$ cat config.mk
export PLATFORM = sky130hd
export DESIGN_NAME = rsenc_gen_builder
export DESIGN_NICKNAME = d
export VERILOG_FILES = /design/src/rtl/rsenc_pkg.sv /design/src/rtl/rsenc_gen_builder.sv
export SDC_FILE = /design/constraint.sdc
export NUM_CORES = 2
export LEC_CHECK = 0
export BUFFER_PORTS_ARGS = -buffer_cell sky130_fd_sc_hd__buf_2
export CORE_MARGIN = 5
export CORE_UTILIZATION = 40
export CTS_CLUSTER_SIZE = 40
export DETAILED_ROUTE_END_ITERATION = 7
export PLACE_DENSITY = 0.59
export SETUP_SLACK_MARGIN = 0.3
export SYNTH_ARGS = -nofsm -noshare
export SYNTH_HDL_FRONTEND = slang
export SYNTH_SLANG_ARGS = --single-unit
$ cat constraint.sdc
create_clock -name clk -period 2.8 [get_ports clk]
set_input_delay 0.28 -clock clk [delete_from_list [all_inputs] [get_ports clk]]
set_output_delay 0.28 -clock clk [all_outputs]
set_load 0.1 [all_outputs]
$ cat src/rtl/rsenc_pkg.sv
`timescale 1ns / 1ps
// Shared constants, types and GF(256) arithmetic for the Reed-Solomon encoder.
package rsenc_pkg;

	localparam int MAX_PARITY   = 32;
	localparam int PARITY_RESET = 16;
	localparam int GF_W         = 8;
	localparam int CFG_W        = 6;
	localparam int CNT_W        = $clog2(MAX_PARITY + 1);

	localparam logic [GF_W:0]   GF_POLY = 9'h11d;
	localparam logic [GF_W-1:0] GF_ONE  = 8'h01;

	typedef logic [GF_W-1:0] gf_t;
	typedef logic [MAX_PARITY:1][GF_W-1:0] gen_coeff_t;
	typedef logic [MAX_PARITY-1:0][GF_W-1:0] rem_vec_t;

	typedef struct packed {
		logic             busy;
		logic [CNT_W-1:0] count;
	} gen_status_t;

	// Multiply by alpha: one shift with reduction by the field polynomial.
	function automatic gf_t gf_xtime(input gf_t a);
		logic [GF_W:0] t;
		t = {a, 1'b0};
		if (t[GF_W]) begin
			t = t ^ GF_POLY;
		end
		return t[GF_W-1:0];
	endfunction

	// Shift-and-add multiply in GF(256).
	function automatic gf_t gf_mul(input gf_t a, input gf_t b);
		gf_t x;
		gf_t acc;
		x   = a;
		acc = '0;
		for (int k = 0; k < GF_W; k++) begin
			if (b[k]) begin
				acc = acc ^ x;
			end
			x = gf_xtime(x);
		end
		return acc;
	endfunction

	// A written count of zero is taken as one, anything above the maximum as the maximum.
	function automatic logic [CNT_W-1:0] clamp_count(input logic [CFG_W-1:0] v);
		if (v == '0) begin
			return CNT_W'(1);
		end else if (int'(v) > MAX_PARITY) begin
			return CNT_W'(MAX_PARITY);
		end else begin
			return CNT_W'(v);
		end
	endfunction

endpackage

$ cat src/rtl/rsenc_gen_builder.sv
`timescale 1ns / 1ps
// Generator polynomial builder: one root multiplied in per cycle after reset or a count write.
module rsenc_gen_builder import rsenc_pkg::*; (
	input  logic             clk,
	input  logic             arst_n,
	input  logic             pipe_idle,
	input  logic             cfg_valid,
	output logic             cfg_ready,
	input  logic [CFG_W-1:0] cfg_data,
	output gen_status_t      status,
	output gen_coeff_t       coeffs
);

	typedef enum logic {ST_IDLE, ST_BUILD} state_t;

	state_t           state_q;
	logic [CNT_W-1:0] count_q;
	logic [CNT_W-1:0] step_q;
	gf_t              root_q;
	gen_coeff_t       coeff_q;
	gen_coeff_t       coeff_next;

	assign cfg_ready    = (state_q == ST_IDLE) && pipe_idle;
	assign status.busy  = (state_q == ST_BUILD);
	assign status.count = count_q;
	assign coeffs       = coeff_q;

	// Multiply the current polynomial by (x + root); the leading coefficient is always one.
	always_comb begin
		coeff_next[1] = gf_mul(GF_ONE, root_q) ^ coeff_q[1];
		for (int j = 2; j <= MAX_PARITY; j++) begin
			coeff_next[j] = gf_mul(coeff_q[j-1], root_q) ^ coeff_q[j];
		end
	end

	always_ff @(posedge clk or negedge arst_n) begin
		if (!arst_n) begin
			state_q <= ST_BUILD;
			count_q <= CNT_W'(PARITY_RESET);
			step_q  <= '0;
			root_q  <= GF_ONE;
			coeff_q <= '0;
		end else begin
			case (state_q)
				ST_IDLE: begin
					if (cfg_valid && cfg_ready) begin
						state_q <= ST_BUILD;
						count_q <= clamp_count(cfg_data);
						step_q  <= '0;
						root_q  <= GF_ONE;
						coeff_q <= '0;
					end
				end
				ST_BUILD: begin
					coeff_q <= coeff_next;
					root_q  <= gf_xtime(root_q);
					step_q  <= step_q + 1'b1;
					if (step_q == count_q - 1'b1) begin
						state_q <= ST_IDLE;
					end
				end
				default: begin
					state_q <= ST_IDLE;
				end
			endcase
		end
	end

endmodule

* Word level (Yosys, flattened, before mapping) *
Index checks and enable logic that the tools add are counted.

word-level totals
  output and inout port bits = 264
  flip-flop bits (word level) = 277
  logic and storage cells = 1005
  input port bits = 10

operators by class
  order comparisons = 1
  add/subtract/negate cells = 2
  reductions and logical operators = 4
  muxes and demuxes = 485
  bitwise operators = 475
  equal/unequal tests = 2

operators by type and width
  operator                                          number
  2-to-1 mux 8 bit                                  250
  bitwise XOR 8 bit                                 249
  2-to-1 mux 5 bit                                  219
  inverter 4 bit                                    218
  case mux 256 bit (2 select lines)                 1
  2-to-1 mux 256 bit                                1
  2-to-1 mux 6 bit                                  4
  case mux 8 bit (2 select lines)                   1
  case mux 6 bit (2 select lines)                   1
  2-to-1 mux 7 bit                                  1
  inverter 1 bit, first input constant              7
  adder 6 x 1 -> 6 bit, second input constant       1
  equality test 6 bit                               1
  > comparator 6 bit, second input constant         1
  logical NOT 6 bit                                 1
  subtractor 6 x 1 -> 6 bit, second input constant  1
  2-to-1 mux 4 bit                                  1
  2-to-1 mux 1 bit                                  3
  2-to-1 mux 3 bit                                  1
  logical AND 1 bit                                 2
  2-to-1 mux 2 bit                                  1
  != test 2 x 1 -> 1 bit, second input constant     1
  case mux 1 bit (2 select lines)                   1
  AND reduction 2 bit                               1
  inverter 1 bit                                    1

* Logic depth before layout (Yosys ltp) *
  depth after elaboration = 18
  depth in mapped cells = 11
  mapped depth without buffers = 8

* Least setup slack after synthesis *
No wires, ideal clock.

  path type = flip-flop to flip-flop
  from = reg coeff_q (netlist bit coeffs[31])
  to = reg coeff_q (netlist bit coeffs[35])
  required time = 2.672 ns
  arrival = 2.726 ns
  setup time = 0.128 ns
  setup slack = -0.054 ns
  stages on the path, launching flop included = 9
  clock period less this slack = 2.854 ns
  path buffers = 0
  cell sequence = dfrtp_1 > xor3_1 > nand2_1 > xnor3_1 > xnor2_1 > xnor2_1 > xnor2_1 > nand2_1 > mux2i_1

between the ends
  longest elaborated chain between the ends = 17
  elaborated cells between the ends (all ways) = 28
  classes of those cells = 15 x mux; 13 x bitwise

RTL lines
  item                                                  line                              text
  from (decl)                                           rsenc_gen_builder.sv:20           gen_coeff_t coeff_q;
  from (signal assigned)                                rsenc_gen_builder.sv:55           coeff_q <= coeff_next;
  2-to-1 mux 5 bit (*)                                  rsenc_pkg.sv:27                   if (t[GF_W]) begin
  bitwise XOR 8 bit or inverter 4 bit (tied branches)   -
  2-to-1 mux 8 bit or 2-to-1 mux 5 bit (tied branches)  rsenc_pkg.sv:40, rsenc_pkg.sv:27
  bitwise XOR 8 bit                                     rsenc_pkg.sv:41                   acc = acc ^ x;
  2-to-1 mux 8 bit                                      rsenc_pkg.sv:40                   if (b[k]) begin
  bitwise XOR 8 bit                                     rsenc_pkg.sv:41
  2-to-1 mux 8 bit                                      rsenc_pkg.sv:40
  bitwise XOR 8 bit                                     rsenc_pkg.sv:41
  2-to-1 mux 8 bit                                      rsenc_pkg.sv:40
  bitwise XOR 8 bit                                     rsenc_pkg.sv:41
  2-to-1 mux 8 bit                                      rsenc_pkg.sv:40
  bitwise XOR 8 bit                                     rsenc_pkg.sv:41
  2-to-1 mux 8 bit                                      rsenc_pkg.sv:40
  bitwise XOR 8 bit                                     rsenc_pkg.sv:41
  2-to-1 mux 8 bit (*)                                  rsenc_pkg.sv:40
  bitwise XOR 8 bit (*)                                 rsenc_gen_builder.sv:32           coeff_next[j] = gf_mul(coeff_q[j-1], root_q) ^ coeff_q[j];
  case mux 256 bit (2 select lines) (*)                 rsenc_gen_builder.sv:44           case (state_q)

Mark *: on every way between the ends. The rest lies on a longest branch, timed or not.
A chain may end at the register's enable or synchronous reset.

* Final worst setup path *
  from = reg coeff_q (netlist bit coeffs[110])
  to = reg coeff_q (netlist bit coeffs[118])

between the ends
  longest elaborated chain between the ends = 17
  elaborated cells between the ends (all ways) = 22
  classes of those cells = 12 x mux; 10 x bitwise

RTL lines
  item                                   line
  2-to-1 mux 8 bit                       rsenc_pkg.sv:40
  bitwise XOR 8 bit                      rsenc_pkg.sv:41
  2-to-1 mux 8 bit                       rsenc_pkg.sv:40
  bitwise XOR 8 bit                      rsenc_pkg.sv:41
  2-to-1 mux 8 bit                       rsenc_pkg.sv:40
  bitwise XOR 8 bit                      rsenc_pkg.sv:41
  2-to-1 mux 8 bit                       rsenc_pkg.sv:40
  bitwise XOR 8 bit                      rsenc_pkg.sv:41
  2-to-1 mux 8 bit                       rsenc_pkg.sv:40
  bitwise XOR 8 bit                      rsenc_pkg.sv:41
  2-to-1 mux 8 bit                       rsenc_pkg.sv:40
  bitwise XOR 8 bit                      rsenc_pkg.sv:41
  2-to-1 mux 8 bit (*)                   rsenc_pkg.sv:40
  bitwise XOR 8 bit                      rsenc_pkg.sv:41
  2-to-1 mux 8 bit (*)                   rsenc_pkg.sv:40
  bitwise XOR 8 bit (*)                  rsenc_gen_builder.sv:32
  case mux 256 bit (2 select lines) (*)  rsenc_gen_builder.sv:44

Marks and branches as above.

==> run metrics <==
Synth Cell Area=46,800 sq um; GRT Total Usage=24.6%; 1st-pass router iterations=6; Sum Neg Setup Slack=0 ns; Reg clk slew, reported paths=0.06 ns; busiest layer in global routing=met2; multiplexer share of the synthesized area=4.28%; clock tree buffer depth=3; Critical-path top delay cell=dfrtp_4; Slew Limit Fails=0; CTS H-tree lvls=2; Max Clock Skew=0.0374 ns; Crit path arrival time=2.91 ns; XOR/XNOR Fraction of Synth Area=48.8%; Final Hold Viols=0; main flop type after synthesis=dfrtp_1; Critical Path Max Stage Delay=a little under 0.6 ns; post-detail-place hpwl=~100 mm; Final Setup Violations=0; Clock Latency Late Sink=0.64 ns; Slew @ Worst Pin=0.761 ns; Worst path most repeated cell=xnor2_1; GP Congestion=0.865; Async SR Flop Fraction=100%; CTS Sinks=277; Area Overhead vs Synth=11.6%; status=finished clean; Via density=5.19; reg2reg start=coeffs[110]; post-synthesis compound-gate area fraction=6.91%; final wirelength=159 mm; clock root buffer=clkbuf_16; Routed Antenna Nets=0; CORE AREA=around 120,000 sq um; GR met3 Demand/Resource=3.20%; Crit Path Max Fanout=14; first-pass GRT wire length=247 mm; initial antenna violation count=1; top post-synthesis cells by area=xnor2_1 (34%), nand2_1 (16%), dfrtp_1 (15%), xor2_1 (13%), mux2i_1 (3.9%); initial core utilization=40.3%; EDFF count, synth=0; synthesis-stage register bit count=277; drt first-iter violations=3,292; CTS tree=built; fin crit share=86.5%; GRT met1 Usage=33.1%; unique cell type count in the Yosys netlist=52; GR Layer Usage met2=41.4%; CP Launch Point=coeffs[110]; post-route cell area=52,200 sq um; Setup CP Type=flop to flop; GRT overflow=0; syn nets=6,505; crit path capture type=flop; CTS buffer count=43; largest area contributor in the netlist=xnor2_1; Max Cap Viol=0; IO buf count=273; Die Wd=352 um; Wirelength per Cell=between 15 and 20 um; synthesized instance count=6,492; HP Class=input pin to flop; Die ar.=124,000 sq um; Synth Area in Adders=less than 1%; vias in the first global route=40,700; RSZ-0062 raised after global routing=true; DRC=0; number of I/O pins=274; synth warn=0; Min Hold Slack=0.211 ns; R2R setup slack=0.38 ns; DP Worst Slack=between 0.2 and 0.3 ns; largest net degree at the start of global routing=126; crit path cell chain=xor3_2 -> xor2_1 -> nand2_1 -> xnor2_1 -> xnor2_1 -> xnor2_1 -> nand2_1 -> mux2i_1; relative slew slack=49.3%; post-synthesis simple-gate area fraction=roughly a fifth; Final Worst Setup Slack=roughly 0.38 ns; placed cell area=50,200 sq um; syn_area_per_cell=7.21 sq um; layout cells sized above 1=13.6%; crit path time final=2.42 ns; fmax=413 MHz; row cnt=125; hold path startpoint=pipe_idle; Worst Setup Start Kind=flop; Synth top area share=around a third; via count=41,700; largest family of logic cells by synthesized area=XOR/XNOR gates; Final #Nets=6,493; critical path data required time=3.29 ns; sequential-to-total area share from yosys stat=14.8%; height of the die=352 um
==> flip-flops by register name, summed over array words and instances (netlist names) <==
name,flops
coeffs,256
count_q,6
root_q,8
state_q,1
step_q,6
==> path summary, 6_finish.rpt <==
check,end,cells past startpoint
min in group asynchronous,coeffs[33],2
max reg2reg,coeffs[118],8
max,coeffs[118],8
min reg2reg,coeffs[19],1
max in group asynchronous,coeffs[109],4
min,coeffs[156],4
==> cell families (layout without fill, tap and decap cells) <==
| family | Yosys count | count (layout) |
|---|---|---|
| flip-flops | 277 | 277 |
| AND/OR/NAND/NOR | 2293 | 2293 |
| multiplexers | 198 | 198 |
| AO/OA/AOI/OAI | 539 | 539 |
| other | 0 | 1 |
| adder cells (fa/ha/maj) | 3 | 3 |
| XOR/XNOR | 2563 | 2563 |
| buffers and inverters | 619 | 642 |
==> cell usage after synthesis, drive strengths merged (5+ instances only) <==
cell     number
a221o         8
nand2b       58
a21oi        88
nor2        108
a21o          5
dfrtp       274
a22o         16
nand3b       10
a2bb2oi       7
xnor2      1813
nor2b        21
a22oi       119
a221oi        9
nand2      2024
and2          5
clkbuf      189
a21boi        8
o211ai        7
nand3        37
xor2        735
xor3          8
buf         397
inv          30
o21ai       262
nor3         17
mux2         16
xnor3         7
mux2i       182
==> worst max-delay path: cells and delay by family (launching register included) <==
family	cells	cell delay, ns
xor gates and xnor gates	5	1.38
DFF	1	0.58
and+or+nand+nor	2	0.20
muxes	1	0.14
==> through the flow <==
stage,instances,utilization (%)
floorplan,6492,-
global placement,7938,43.2
detailed placement,7938,43.2
CTS,8025,44.5
global route,8039,44.9
finish,8040,45.0
==> repair_timing <==
item | in CTS | in global routing
hold buffers | 7 | 0
setup endpoints to repair | 2 | 56
endpoints found under the hold margin | 51 | 0
gates resized for setup | 2 | 42
setup buffers | 0 | 10
pin swaps | 0 | 2
gates cloned | 0 | 4
==> cell type report <==
cell class / count / area, sq um
well taps: 1524 / 1910
diodes: 1 / 2.50
multi-input cells: 5596 / 37300
clock buffers: 59 / 1230
fillers: 11700 / 64000
repair buffers: 529 / 4130
inverters: 33 / 130
clock inverters: 21 / 263
flip-flops and latches: 277 / 7230
==> layer usage <==
layer	part of all wire, %	up-vias	routed length (um)
met4	2.7	2	4230
met2	47	1400	74600
met5	0.0082	-	13
li1	-	20000	-
met3	6.4	224	10100
met1	44	20100	70200
==> cell usage in the layout, fill, tap and decap left out, types with 17 or more instances in the layout <==
master	count
clkbuf_16	48
xnor2_1	1800
nor2_1	101
a21oi_1	87
nor2b_1	18
dfrtp_1	71
nor3_1	17
dfrtp_2	191
buf_4	187
o21ai_0	262
a22oi_1	119
xor2_1	700
nand2_1	2024
buf_2	271
nand3_1	36
buf_12	50
xor2_2	33
mux2i_1	182
nand2b_1	58
inv_1	28
Power is not shown: default switching activity piles up to over one toggle a cycle in this logic, so the estimate is an artifact.
